File: src/rtl/core/mqas_pkg.sv
// mqas_pkg: shared types, codes and helpers of the mdns query and announce scheduler
// used by mqas_engine and mdns_query_announce_scheduler_unit
`default_nettype none

package mqas_pkg;

  // field widths
  localparam int unsigned TIME_W = 48;
  localparam int unsigned IVL_W = 16;
  localparam int unsigned CNT_W = 4;
  localparam int unsigned KIND_W = 3;
  localparam int unsigned SLOT_W = 3;
  localparam int unsigned EV_W = 3;
  localparam int unsigned CFG_IDX_W = 3;
  localparam int unsigned CFG_DATA_W = 16;

  // result budget of one tick
  localparam int unsigned MAX_RESULTS = 16;
  localparam int unsigned RES_CNT_W = $clog2(MAX_RESULTS + 1);

  localparam logic [TIME_W-1:0] TIME_MAX = '1;

  // default table sizes
  localparam int unsigned QUERY_SLOTS_DEF = 8;
  localparam int unsigned ANNOUNCE_SLOTS_DEF = 8;

  // input item kinds
  typedef enum logic [KIND_W-1:0] {
    KIND_TICK      = 3'd0,
    KIND_RESOLVE   = 3'd1,
    KIND_CANCEL    = 3'd2,
    KIND_ANSWER    = 3'd3,
    KIND_PUBLISH   = 3'd4,
    KIND_UNPUBLISH = 3'd5
  } kind_e;

  // result event codes
  typedef enum logic [EV_W-1:0] {
    EV_SEND_QUERY = 3'd0,
    EV_RESOLVED   = 3'd1,
    EV_TIMED_OUT  = 3'd2,
    EV_CANCELLED  = 3'd3,
    EV_ANNOUNCE   = 3'd4,
    EV_GOODBYE    = 3'd5
  } ev_e;

  // configuration register indexes
  typedef enum logic [CFG_IDX_W-1:0] {
    CFG_ENABLE     = 3'd0,
    CFG_QUERY_IVL  = 3'd1,
    CFG_QUERY_MAX  = 3'd2,
    CFG_ANN_IVL    = 3'd3,
    CFG_ANN_MAX    = 3'd4,
    CFG_DEF_TMO    = 3'd5
  } cfg_idx_e;

  // engine sequencer states
  typedef enum logic [2:0] {
    ST_IDLE,
    ST_CMD,
    ST_QWALK,
    ST_QEXP,
    ST_AWALK,
    ST_FIN
  } state_e;

  typedef struct packed {
    logic             enabled;
    logic [IVL_W-1:0] q_ivl;
    logic [CNT_W-1:0] q_max;
    logic [IVL_W-1:0] a_ivl;
    logic [CNT_W-1:0] a_max;
    logic [IVL_W-1:0] def_tmo;
  } cfg_t;

  localparam cfg_t CFG_RESET = '{
    enabled: 1'b0,
    q_ivl:   16'd1000,
    q_max:   4'd3,
    a_ivl:   16'd1000,
    a_max:   4'd3,
    def_tmo: 16'd5000
  };

  typedef struct packed {
    logic [KIND_W-1:0] kind;
    logic [SLOT_W-1:0] slot;
    logic [TIME_W-1:0] now;
    logic [IVL_W-1:0]  tmo;
  } item_t;

  typedef struct packed {
    logic [EV_W-1:0]   ev;
    logic [SLOT_W-1:0] slot;
    logic              last;
  } res_t;

  // query table entry
  typedef struct packed {
    logic [TIME_W-1:0] next_send;
    logic [TIME_W-1:0] expiry;
    logic [CNT_W-1:0]  cnt;
  } qent_t;

  // announcement table entry
  typedef struct packed {
    logic [TIME_W-1:0] next_send;
    logic [CNT_W-1:0]  cnt;
  } aent_t;

  // time plus interval, saturating at the top of the time range
  function automatic logic [TIME_W-1:0] sat_add(input logic [TIME_W-1:0] t,
                                                input logic [IVL_W-1:0] d);
    logic [TIME_W:0] s;
    s = {1'b0, t} + {{(TIME_W + 1 - IVL_W){1'b0}}, d};
    return s[TIME_W] ? TIME_MAX : s[TIME_W-1:0];
  endfunction

endpackage

`default_nettype wire

File: src/rtl/core/mdns_query_announce_scheduler_unit.sv
// mdns_query_announce_scheduler_unit: top level with stream ports, configuration
// registers and the output register; depends on mqas_pkg and mqas_engine
//
// Usage: items enter on the s_axis channel (tuser = kind, tdata = slot, now, timeout)
// and events leave on the m_axis channel (tuser = event, tdata = slot, tlast marks
// the final event caused by one item). Configuration registers are written through
// cfg_we_i / cfg_idx_i / cfg_wdata_i; the user must do so only while no item is in
// flight, as the block itself does not enforce it. Throughput: one item at a time.
// A resolve, cancel, answer, publish or unpublish passes through the decode and
// finish states before the next item can be accepted. A tick walks the query table
// one slot per cycle, then emits one timeout per cycle, then walks the announcement
// table one slot per cycle, each step waiting while the output register is full and
// the walks ending early once the result budget is spent; each table memory is updated
// by a read-modify-write of one entry per step. Events are held back in the engine
// until the next event or the end of the item, so that tlast can mark the final one.
// Reset: configuration returns to defaults and all slots become free; the table
// memories need no clearing since an entry is read only while its slot is valid.
// Stall: a full output register freezes the walk at the current slot without
// losing state; items are not accepted until the current one finishes.
`default_nettype none

module mdns_query_announce_scheduler_unit #(
  parameter int unsigned QUERY_SLOTS    = mqas_pkg::QUERY_SLOTS_DEF,
  parameter int unsigned ANNOUNCE_SLOTS = mqas_pkg::ANNOUNCE_SLOTS_DEF
) (
  input  wire logic        clk_i,
  input  wire logic        rst_ni,
  // configuration write port
  input  wire logic        cfg_we_i,
  input  wire logic [2:0]  cfg_idx_i,
  input  wire logic [15:0] cfg_wdata_i,
  // item input
  input  wire logic        s_axis_tvalid,
  output logic             s_axis_tready,
  input  wire logic [71:0] s_axis_tdata,   // slot[2:0], now_ms[50:3], timeout_ms[66:51]
  input  wire logic [2:0]  s_axis_tuser,   // kind[2:0]
  // event output
  output logic             m_axis_tvalid,
  input  wire logic        m_axis_tready,
  output logic [7:0]       m_axis_tdata,   // slot_out[2:0]
  output logic [2:0]       m_axis_tuser,   // event_res[2:0]
  output logic             m_axis_tlast    // last
);

  mqas_pkg::cfg_t  cfg_q, cfg_d;
  mqas_pkg::item_t item;
  mqas_pkg::res_t  res, out_q;
  logic            res_valid, res_ready, out_v_q;

  // configuration registers
  always_comb begin
    cfg_d = cfg_q;
    if (cfg_we_i) begin
      case (cfg_idx_i)
        mqas_pkg::CFG_ENABLE:    cfg_d.enabled = cfg_wdata_i[0];
        mqas_pkg::CFG_QUERY_IVL: cfg_d.q_ivl   = cfg_wdata_i;
        mqas_pkg::CFG_QUERY_MAX: cfg_d.q_max   = cfg_wdata_i[mqas_pkg::CNT_W-1:0];
        mqas_pkg::CFG_ANN_IVL:   cfg_d.a_ivl   = cfg_wdata_i;
        mqas_pkg::CFG_ANN_MAX:   cfg_d.a_max   = cfg_wdata_i[mqas_pkg::CNT_W-1:0];
        mqas_pkg::CFG_DEF_TMO:   cfg_d.def_tmo = cfg_wdata_i;
        default: begin
          cfg_d = cfg_q;
        end
      endcase
    end
  end

  always_ff @(posedge clk_i or negedge rst_ni) begin
    if (!rst_ni) begin
      cfg_q <= mqas_pkg::CFG_RESET;
    end else begin
      cfg_q <= cfg_d;
    end
  end

  // unpack the input item
  assign item = '{kind: s_axis_tuser,
                  slot: s_axis_tdata[2:0],
                  now:  s_axis_tdata[50:3],
                  tmo:  s_axis_tdata[66:51]};

  mqas_engine #(
    .QUERY_SLOTS    (QUERY_SLOTS),
    .ANNOUNCE_SLOTS (ANNOUNCE_SLOTS)
  ) u_engine (
    .clk_i        (clk_i),
    .rst_ni       (rst_ni),
    .cfg_i        (cfg_q),
    .item_valid_i (s_axis_tvalid),
    .item_ready_o (s_axis_tready),
    .item_i       (item),
    .res_valid_o  (res_valid),
    .res_ready_i  (res_ready),
    .res_o        (res)
  );

  // output register
  assign res_ready = !out_v_q || m_axis_tready;

  always_ff @(posedge clk_i or negedge rst_ni) begin
    if (!rst_ni) begin
      out_v_q <= 1'b0;
    end else if (res_valid) begin
      out_v_q <= 1'b1;
    end else if (m_axis_tready) begin
      out_v_q <= 1'b0;
    end
  end

  always_ff @(posedge clk_i) begin
    if (res_valid) begin
      out_q <= res;
    end
  end

  assign m_axis_tvalid = out_v_q;
  assign m_axis_tdata  = {5'b0, out_q.slot};
  assign m_axis_tuser  = out_q.ev;
  assign m_axis_tlast  = out_q.last;

endmodule

`default_nettype wire

File: src/rtl/core/mqas_engine.sv
// mqas_engine: query and announcement tables in two synchronous memories, valid bits,
// and the sequencer that runs commands and tick walks; depends on mqas_pkg
`default_nettype none

module mqas_engine #(
  parameter int unsigned QUERY_SLOTS    = mqas_pkg::QUERY_SLOTS_DEF,
  parameter int unsigned ANNOUNCE_SLOTS = mqas_pkg::ANNOUNCE_SLOTS_DEF
) (
  input  wire logic           clk_i,
  input  wire logic           rst_ni,
  input  wire mqas_pkg::cfg_t cfg_i,
  input  wire logic           item_valid_i,
  output logic                item_ready_o,
  input  wire mqas_pkg::item_t item_i,
  output logic                res_valid_o,
  input  wire logic           res_ready_i,
  output mqas_pkg::res_t      res_o
);

  localparam int unsigned QIW = (QUERY_SLOTS > 1) ? $clog2(QUERY_SLOTS) : 1;
  localparam int unsigned AIW = (ANNOUNCE_SLOTS > 1) ? $clog2(ANNOUNCE_SLOTS) : 1;
  localparam int unsigned RCW = mqas_pkg::RES_CNT_W;

  mqas_pkg::state_e state_q, state_d;
  mqas_pkg::item_t  item_q, item_d;
  logic [QIW-1:0]   qidx_q, qidx_d;
  logic [AIW-1:0]   aidx_q, aidx_d;
  logic [RCW-1:0]   cnt_q, cnt_d;
  logic [QUERY_SLOTS-1:0]    expmask_q, expmask_d;
  logic [QUERY_SLOTS-1:0]    qvalid_q, qvalid_d;
  logic [ANNOUNCE_SLOTS-1:0] avalid_q, avalid_d;

  // held-back result, released once it is known whether more follow
  logic                          hold_v_q, hold_v_d;
  logic [mqas_pkg::EV_W-1:0]     hold_ev_q, hold_ev_d;
  logic [mqas_pkg::SLOT_W-1:0]   hold_slot_q, hold_slot_d;

  // memory ports
  mqas_pkg::qent_t qmem [QUERY_SLOTS];
  mqas_pkg::aent_t amem [ANNOUNCE_SLOTS];
  mqas_pkg::qent_t q_rdata_q, q_wdata;
  mqas_pkg::aent_t a_rdata_q, a_wdata;
  logic            q_we, a_we;
  logic [QIW-1:0]  q_waddr, q_raddr;
  logic [AIW-1:0]  a_waddr, a_raddr;

  // decode helpers
  logic                        can_emit, emit_new, q_adv, a_adv;
  logic [mqas_pkg::EV_W-1:0]   new_ev;
  logic [mqas_pkg::SLOT_W-1:0] new_slot;
  logic [QIW-1:0]              slot_qi, exp_idx;
  logic [AIW-1:0]              slot_ai;
  logic                        q_in_range, a_in_range, full;
  logic [mqas_pkg::IVL_W-1:0]  tmo_eff;

  assign can_emit   = !hold_v_q || res_ready_i;
  assign slot_qi    = QIW'(item_q.slot);
  assign slot_ai    = AIW'(item_q.slot);
  assign q_in_range = int'(item_q.slot) < QUERY_SLOTS;
  assign a_in_range = int'(item_q.slot) < ANNOUNCE_SLOTS;
  assign full       = cnt_q >= RCW'(mqas_pkg::MAX_RESULTS);
  assign tmo_eff    = (item_q.tmo == '0) ? cfg_i.def_tmo : item_q.tmo;

  // lowest pending expiration
  always_comb begin
    exp_idx = '0;
    for (int i = QUERY_SLOTS - 1; i >= 0; i--) begin
      if (expmask_q[i]) begin
        exp_idx = QIW'(i);
      end
    end
  end

  // memories, read data registered
  always_ff @(posedge clk_i) begin
    if (q_we) begin
      qmem[q_waddr] <= q_wdata;
    end
    q_rdata_q <= qmem[q_raddr];
  end

  always_ff @(posedge clk_i) begin
    if (a_we) begin
      amem[a_waddr] <= a_wdata;
    end
    a_rdata_q <= amem[a_raddr];
  end

  // control registers
  always_ff @(posedge clk_i or negedge rst_ni) begin
    if (!rst_ni) begin
      state_q   <= mqas_pkg::ST_IDLE;
      qidx_q    <= '0;
      aidx_q    <= '0;
      cnt_q     <= '0;
      expmask_q <= '0;
      qvalid_q  <= '0;
      avalid_q  <= '0;
      hold_v_q  <= 1'b0;
    end else begin
      state_q   <= state_d;
      qidx_q    <= qidx_d;
      aidx_q    <= aidx_d;
      cnt_q     <= cnt_d;
      expmask_q <= expmask_d;
      qvalid_q  <= qvalid_d;
      avalid_q  <= avalid_d;
      hold_v_q  <= hold_v_d;
    end
  end

  // payload registers
  always_ff @(posedge clk_i) begin
    item_q      <= item_d;
    hold_ev_q   <= hold_ev_d;
    hold_slot_q <= hold_slot_d;
  end

  // sequencer
  always_comb begin
    state_d     = state_q;
    item_d      = item_q;
    qidx_d      = qidx_q;
    aidx_d      = aidx_q;
    cnt_d       = cnt_q;
    expmask_d   = expmask_q;
    qvalid_d    = qvalid_q;
    avalid_d    = avalid_q;
    hold_v_d    = hold_v_q;
    hold_ev_d   = hold_ev_q;
    hold_slot_d = hold_slot_q;
    emit_new    = 1'b0;
    new_ev      = mqas_pkg::EV_SEND_QUERY;
    new_slot    = item_q.slot;
    q_adv       = 1'b0;
    a_adv       = 1'b0;
    q_we        = 1'b0;
    q_waddr     = qidx_q;
    q_wdata     = q_rdata_q;
    a_we        = 1'b0;
    a_waddr     = aidx_q;
    a_wdata     = a_rdata_q;
    item_ready_o = (state_q == mqas_pkg::ST_IDLE);
    res_valid_o  = 1'b0;

    case (state_q)
      mqas_pkg::ST_IDLE: begin
        if (item_valid_i) begin
          item_d  = item_i;
          state_d = mqas_pkg::ST_CMD;
        end
      end

      mqas_pkg::ST_CMD: begin
        state_d = mqas_pkg::ST_FIN;
        case (item_q.kind)
          mqas_pkg::KIND_TICK: begin
            if (cfg_i.enabled) begin
              qidx_d    = '0;
              cnt_d     = '0;
              expmask_d = '0;
              state_d   = mqas_pkg::ST_QWALK;
            end
          end
          mqas_pkg::KIND_RESOLVE: begin
            if (q_in_range) begin
              if (!cfg_i.enabled) begin
                emit_new = 1'b1;
                new_ev   = mqas_pkg::EV_TIMED_OUT;
              end else if (!qvalid_q[slot_qi]) begin
                qvalid_d[slot_qi] = 1'b1;
                q_we              = 1'b1;
                q_waddr           = slot_qi;
                q_wdata.next_send = item_q.now;
                q_wdata.expiry    = mqas_pkg::sat_add(item_q.now, tmo_eff);
                q_wdata.cnt       = '0;
                emit_new          = 1'b1;
                new_ev            = mqas_pkg::EV_SEND_QUERY;
              end
            end
          end
          mqas_pkg::KIND_CANCEL, mqas_pkg::KIND_ANSWER: begin
            if (q_in_range && qvalid_q[slot_qi]) begin
              qvalid_d[slot_qi] = 1'b0;
              emit_new          = 1'b1;
              new_ev            = (item_q.kind == mqas_pkg::KIND_CANCEL) ?
                                  mqas_pkg::EV_CANCELLED : mqas_pkg::EV_RESOLVED;
            end
          end
          mqas_pkg::KIND_PUBLISH: begin
            if (a_in_range && cfg_i.enabled) begin
              avalid_d[slot_ai] = 1'b1;
              a_we              = 1'b1;
              a_waddr           = slot_ai;
              a_wdata.next_send = item_q.now;
              a_wdata.cnt       = '0;
            end
          end
          mqas_pkg::KIND_UNPUBLISH: begin
            if (a_in_range && avalid_q[slot_ai]) begin
              avalid_d[slot_ai] = 1'b0;
              emit_new          = cfg_i.enabled;
              new_ev            = mqas_pkg::EV_GOODBYE;
            end
          end
          default: begin
            state_d = mqas_pkg::ST_FIN;
          end
        endcase
      end

      // one query slot per cycle while the output can take a result; the next entry is read meanwhile
      mqas_pkg::ST_QWALK: begin
        new_slot = mqas_pkg::SLOT_W'(qidx_q);
        if (!qvalid_q[qidx_q]) begin
          q_adv = 1'b1;
        end else if (full) begin
          state_d = mqas_pkg::ST_QEXP;
        end else if (item_q.now >= q_rdata_q.expiry) begin
          qvalid_d[qidx_q]  = 1'b0;
          expmask_d[qidx_q] = 1'b1;
          cnt_d             = cnt_q + RCW'(1);
          q_adv             = 1'b1;
        end else if (q_rdata_q.cnt < cfg_i.q_max &&
                     item_q.now >= q_rdata_q.next_send) begin
          if (can_emit) begin
            emit_new          = 1'b1;
            new_ev            = mqas_pkg::EV_SEND_QUERY;
            q_we              = 1'b1;
            q_wdata.next_send = mqas_pkg::sat_add(q_rdata_q.next_send, cfg_i.q_ivl);
            q_wdata.cnt       = q_rdata_q.cnt + mqas_pkg::CNT_W'(1);
            cnt_d             = cnt_q + RCW'(1);
            q_adv             = 1'b1;
          end
        end else begin
          q_adv = 1'b1;
        end
        if (q_adv) begin
          if (qidx_q == QIW'(QUERY_SLOTS - 1)) begin
            state_d = mqas_pkg::ST_QEXP;
          end else begin
            qidx_d = qidx_q + QIW'(1);
          end
        end
      end

      // expirations of the walk, lowest slot first
      mqas_pkg::ST_QEXP: begin
        new_slot = mqas_pkg::SLOT_W'(exp_idx);
        if (expmask_q == '0) begin
          aidx_d  = '0;
          state_d = mqas_pkg::ST_AWALK;
        end else if (can_emit) begin
          emit_new           = 1'b1;
          new_ev             = mqas_pkg::EV_TIMED_OUT;
          expmask_d[exp_idx] = 1'b0;
        end
      end

      mqas_pkg::ST_AWALK: begin
        new_slot = mqas_pkg::SLOT_W'(aidx_q);
        if (!avalid_q[aidx_q]) begin
          a_adv = 1'b1;
        end else if (a_rdata_q.cnt >= cfg_i.a_max) begin
          // clamp so that a raised limit counts from the current limit
          a_we        = 1'b1;
          a_wdata.cnt = cfg_i.a_max;
          a_adv       = 1'b1;
        end else if (item_q.now >= a_rdata_q.next_send) begin
          if (full) begin
            state_d = mqas_pkg::ST_FIN;
          end else if (can_emit) begin
            emit_new          = 1'b1;
            new_ev            = mqas_pkg::EV_ANNOUNCE;
            a_we              = 1'b1;
            a_wdata.next_send = mqas_pkg::sat_add(item_q.now, cfg_i.a_ivl);
            a_wdata.cnt       = a_rdata_q.cnt + mqas_pkg::CNT_W'(1);
            cnt_d             = cnt_q + RCW'(1);
            a_adv             = 1'b1;
          end
        end else begin
          a_adv = 1'b1;
        end
        if (a_adv) begin
          if (aidx_q == AIW'(ANNOUNCE_SLOTS - 1)) begin
            state_d = mqas_pkg::ST_FIN;
          end else begin
            aidx_d = aidx_q + AIW'(1);
          end
        end
      end

      // release the held result as the final one of the item
      mqas_pkg::ST_FIN: begin
        if (!hold_v_q) begin
          state_d = mqas_pkg::ST_IDLE;
        end else if (res_ready_i) begin
          res_valid_o = 1'b1;
          hold_v_d    = 1'b0;
          state_d     = mqas_pkg::ST_IDLE;
        end
      end

      default: begin
        state_d = mqas_pkg::ST_IDLE;
      end
    endcase

    // a new result pushes out the held one
    if (emit_new) begin
      res_valid_o = hold_v_q;
      hold_v_d    = 1'b1;
      hold_ev_d   = new_ev;
      hold_slot_d = new_slot;
    end

    // read the next slot while advancing, otherwise keep the current one
    if (state_q == mqas_pkg::ST_QWALK) begin
      q_raddr = q_adv ? qidx_q + QIW'(1) : qidx_q;
    end else begin
      q_raddr = '0;
    end
    if (state_q == mqas_pkg::ST_AWALK) begin
      a_raddr = a_adv ? aidx_q + AIW'(1) : aidx_q;
    end else begin
      a_raddr = '0;
    end
  end

  assign res_o = '{ev:   hold_ev_q,
                   slot: hold_slot_q,
                   last: (state_q == mqas_pkg::ST_FIN)};

  // a result leaves only when the output side can take it
  a_res_ready : assert property (@(posedge clk_i) disable iff (!rst_ni)
    res_valid_o |-> res_ready_i)
    else $error("result pushed while output register is busy");

  // an accepted item is decoded in the next cycle
  a_accept_cmd : assert property (@(posedge clk_i) disable iff (!rst_ni)
    (item_valid_i && item_ready_o) |=> (state_q == mqas_pkg::ST_CMD))
    else $error("accepted item not decoded");

  // the result budget of a tick is never exceeded
  a_budget : assert property (@(posedge clk_i) disable iff (!rst_ni)
    cnt_q <= RCW'(mqas_pkg::MAX_RESULTS))
    else $error("tick result budget exceeded");

  // no result is left behind once the block is idle again
  a_idle_empty : assert property (@(posedge clk_i) disable iff (!rst_ni)
    (state_q == mqas_pkg::ST_IDLE) |-> !hold_v_q)
    else $error("held result lost at end of item");

  // query memory writes never happen while the query walk is stalled on the output
  a_stall_nowrite : assert property (@(posedge clk_i) disable iff (!rst_ni)
    ((state_q == mqas_pkg::ST_QWALK) && q_we) |-> q_adv)
    else $error("query entry written without advancing");

endmodule

`default_nettype wire
File: config.mk
export PLATFORM = sky130hd
export DESIGN_NAME = mdns_query_announce_scheduler_unit
export DESIGN_NICKNAME = d
export VERILOG_FILES = /design/src/rtl/core/mqas_pkg.sv /design/src/rtl/core/mdns_query_announce_scheduler_unit.sv /design/src/rtl/core/mqas_engine.sv
export SDC_FILE = /design/constraint.sdc
export NUM_CORES = 2
export LEC_CHECK = 0
export BUFFER_PORTS_ARGS = -buffer_cell sky130_fd_sc_hd__buf_4
export CORE_UTILIZATION = 26
export CTS_BUF_LIST = sky130_fd_sc_hd__clkbuf_8
export DETAILED_ROUTE_END_ITERATION = 16
export PLACE_DENSITY = 0.45
export RECOVER_POWER = 100
export REMOVE_ABC_BUFFERS = 1
export SETUP_SLACK_MARGIN = 0.1
export SLEW_MARGIN = 5
export SYNTH_ARGS = -nofsm -noshare
export SYNTH_HDL_FRONTEND = slang
export SYNTH_SLANG_ARGS = --single-unit
File: constraint.sdc
create_clock -name clk_i -period 23.1 [get_ports clk_i]
set_clock_uncertainty 0.15 [all_clocks]
set_input_delay 3.465 -clock clk_i [delete_from_list [all_inputs] [get_ports clk_i]]
set_output_delay 3.465 -clock clk_i [all_outputs]
set_load 0.05 [all_outputs]
==> results.tsv <==
stage	metric	value	unit
synth	netlist_area	0.0712	mm²
clock_tree	cts_hold_buffers	0	
global_routing	grt_pass1_wl	371000	µm
clock_tree	cts.sinks	1548	
route	drc	0	
setup_path	arrival	14200	ps
route	wire_per_inst	26.8	µm
floorplan	fp.dieH	525	µm
placement	place_ws	14270	ps
clock_tree	cts_tree	done	
timing	layout_setup_ws	9540	ps
clock_tree	numCtsBuffers	278	
synth	synth.distinct_cells	92	
route	vias_per_cell	5.30	
placement	placed_area	0.0764	mm²
floorplan	rows	191	
power	vdd_drop_max	0.0532	mV
clock_tree	cts_resized	0	
global_routing	grt_antenna_before_repair	6	
route	ant_nets	0	
layout	register_area	0.0445	mm²
layout	fill_cells	27700	
route	routedLengthMet1	110000	µm
timing	worstMarginPinSlew	9270	ps
floorplan	num_io_pins	113	
layout	most-common-layout-cells	edfxtp_1 (1299), inv_1 (392), nand2_1 (388), o21ai_0 (336), clkbuf_8 (318)	
clock_tree	clock_latency	990	ps
synth	ys.flop_type	edfxtp_1	
synth	ys_ff_latch	1548	
global_routing	grt_usage	0.182	
layout	syn_to_final_growth	13.9	%
synth	async_flop_share	0.0627	
floorplan	die_x	525	µm
route	topRoutingLayerUsed	met5	
layout	layout.nets	6218	
clock_tree	clk_pin_slew	60	ps
timing	slew_headroom	-5.18	
route	wl_met3	15700	µm
global_routing	grt_pass1_vias	51600	
clock_tree	postCtsSetupRepairBufs	0	
setup_path	cp_data_required_time	23740	ps
power	p_leak	28.9	nW
timing	setup_violations	0	
global_routing	grt.overflow.total	0	
placement	gp_congestion	0.841	
floorplan	core-area	0.271	mm²
global_routing	grt_max_degree	143	
timing	setup_tns	0	ps
timing	max_clock_freq	73.8	MHz
route	dr_wl_met2	125000	µm
synth	synth.top_cell.area_share	0.548	
timing	post-route-period-util	0.587	
timing	slew_violations	1942	
synth	synthTopCellsByArea	edfxtp_1 (55%), dfxtp_1 (4.3%), ha_1 (3.6%)	
min_path	hold_class	reg -> reg	
route	drt_iter0_drc	4477	
route	drt_wl_total	260000	µm
synth	syn_inst	5788	
synth	synth_top_area_cell	edfxtp_1	
layout	multi_input_area	0.0241	mm²
route	firstDrtPassIters	6	
setup_path	cp-end-kind	flip-flop	
clock_tree	htreeDepth	5	
synth	avgSynthCellArea	12.3	µm²
flow_run	maxCapViolCount	43	
setup_path	critPathMaxFanout	55	
layout	utilization	0.299	
setup_path	reg2reg_depth	13	
synth	synth_edf_count	1299	
route	via_count	51400	
status	failed_checks	capacitance limit, slew limit	
placement	dpl.hpwl	148000	µm
floorplan	die-area	0.276	mm²
floorplan	start_util	0.262	
synth	yosysWarnings	0	
layout	final_common_cell	edfxtp_1	
status	outcome	finished with violations	
setup_path	cp-start-kind	flip-flop	
clock_tree	clockRootBuffer	clkbuf_8	
clock_tree	clock_path_buffers	4	
timing	hold_viol	0	
setup_path	path_class	reg -> reg	
timing	fin_crit	13560	ps
layout	final_area	0.0811	mm²
min_path	min_delay_path_depth	0	
power	p_per_area	96.8	mW/mm²
placement	port_buffers	102	
timing	rsz0062_at_grt	false	
layout	drive_above_1_share	0.113	
synth	ys_seq_area_frac	0.625	
per-stage QoR:
step,hold WS (ps),instances,total power [mW]
finish,273,9700,7.85
global route,282,9699,8.19
global placement,268,9199,5.39
floorplan,250,5383,4.56
detailed placement,266,9199,5.41
CTS,272,9698,7.92
synth_stat cells, types with 49 or more instances:
| library cell | number |
|---|---|
| edfxtp_1 | 1299 |
| nand2_1 | 391 |
| o21ai_0 | 337 |
| clkbuf_1 | 320 |
| inv_1 | 284 |
| nor2_1 | 273 |
| a21oi_1 | 265 |
| a211oi_1 | 225 |
| a211o_1 | 209 |
| ha_1 | 207 |
| nand3_1 | 178 |
| dfxtp_1 | 152 |
| o31ai_1 | 112 |
| a221oi_1 | 111 |
| nor3_1 | 111 |
| o22ai_1 | 111 |
| a22o_1 | 106 |
| dfrtp_1 | 76 |
| and3_1 | 72 |
| mux2_2 | 67 |
| and2_1 | 66 |
| a311oi_1 | 59 |
| nand4_1 | 56 |
| a21o_1 | 54 |
| buf_2 | 50 |
| a22oi_1 | 49 |
critical path: stages, from the launching register on:
cell,delay [ps]
edfxtp_1,690
ha_1,430
nand4_1,140
nor4_1,1460
nand4_1,620
o2111a_1,480
a211oi_1,380
clkbuf_1,1400
clkbuf_1,2910
a22o_1,2980
buf_4,1060
a211o_1,240
o31ai_1,70
a211oi_1,230
kinds of logic (layout without fill, tap and decap cells):
kind of cell / count (synthesis) / count (layout) / share of synthesized area
mux: 96 / 96 / 0.0160
fa+ha+maj: 210 / 210 / 0.0372
buf+inv: 694 / 1030 / 0.0384
other cells: 1 / 7 / 0.0000527
flops: 1548 / 1548 / 0.625
compound gates: 1812 / 1812 / 0.179
xor+xnor: 81 / 81 / 0.0101
simple gates: 1346 / 1346 / 0.0944
report_power, final:
part	total (mW)	internal, mW	leakage [nW]	switching (mW)
clock network	2.49	1.31	3.11	1.18
registers	3.49	3.34	14.2	0.149
logic	1.87	0.540	11.6	1.33
total	7.85	5.19	28.9	2.66
final cells by class:
| class | count | share of cell area |
|---|---|---|
| clock inverters | 181 | 0.0112 |
| multi-input cells | 3550 | 0.298 |
| well taps | 3570 | 0.0551 |
| diodes | 2 | 0.0000617 |
| repair buffers | 246 | 0.0201 |
| flip-flops and latches | 1548 | 0.549 |
| inverters | 285 | 0.0133 |
| clock buffers | 318 | 0.0540 |
flip-flops by register name, summed over array words and instances (netlist names), 5 cells and up, named ones only:
signal / count
u_engine.cnt_q: 5
u_engine.a_rdata_q: 52
u_engine.amem: 416
cfg_q: 57
u_engine.item_q: 67
u_engine.qmem: 800
u_engine.q_rdata_q: 100
u_engine.expmask_q: 8
per-layer routing:
layer	GRT usage	vias up
met2	0.310	1825
met4	0.0689	4
met1	0.231	26300
met5	0	-
met3	0.0292	427
li1	-	22800
path summary, 6_finish.rpt:
kind	start	to	slack, ps
max	u_engine.item_q[63]$_DFFE_PP_	u_engine.q_rdata_q[10]$_DFF_P_	9540
min	u_engine.hold_slot_q[0]$_DFFE_PP_	m_axis_tdata[0]$_DFFE_PP_	270
max reg2reg	u_engine.item_q[63]$_DFFE_PP_	u_engine.q_rdata_q[10]$_DFF_P_	9540
min reg2reg	u_engine.hold_slot_q[0]$_DFFE_PP_	m_axis_tdata[0]$_DFFE_PP_	270
max in group asynchronous	rst_ni	cfg_q[41]$_DFFE_PN0P_	14950
min in group asynchronous	rst_ni	u_engine.aidx_q[1]$_DFFE_PN0P_	3440
(Power assumes the default switching activity.)
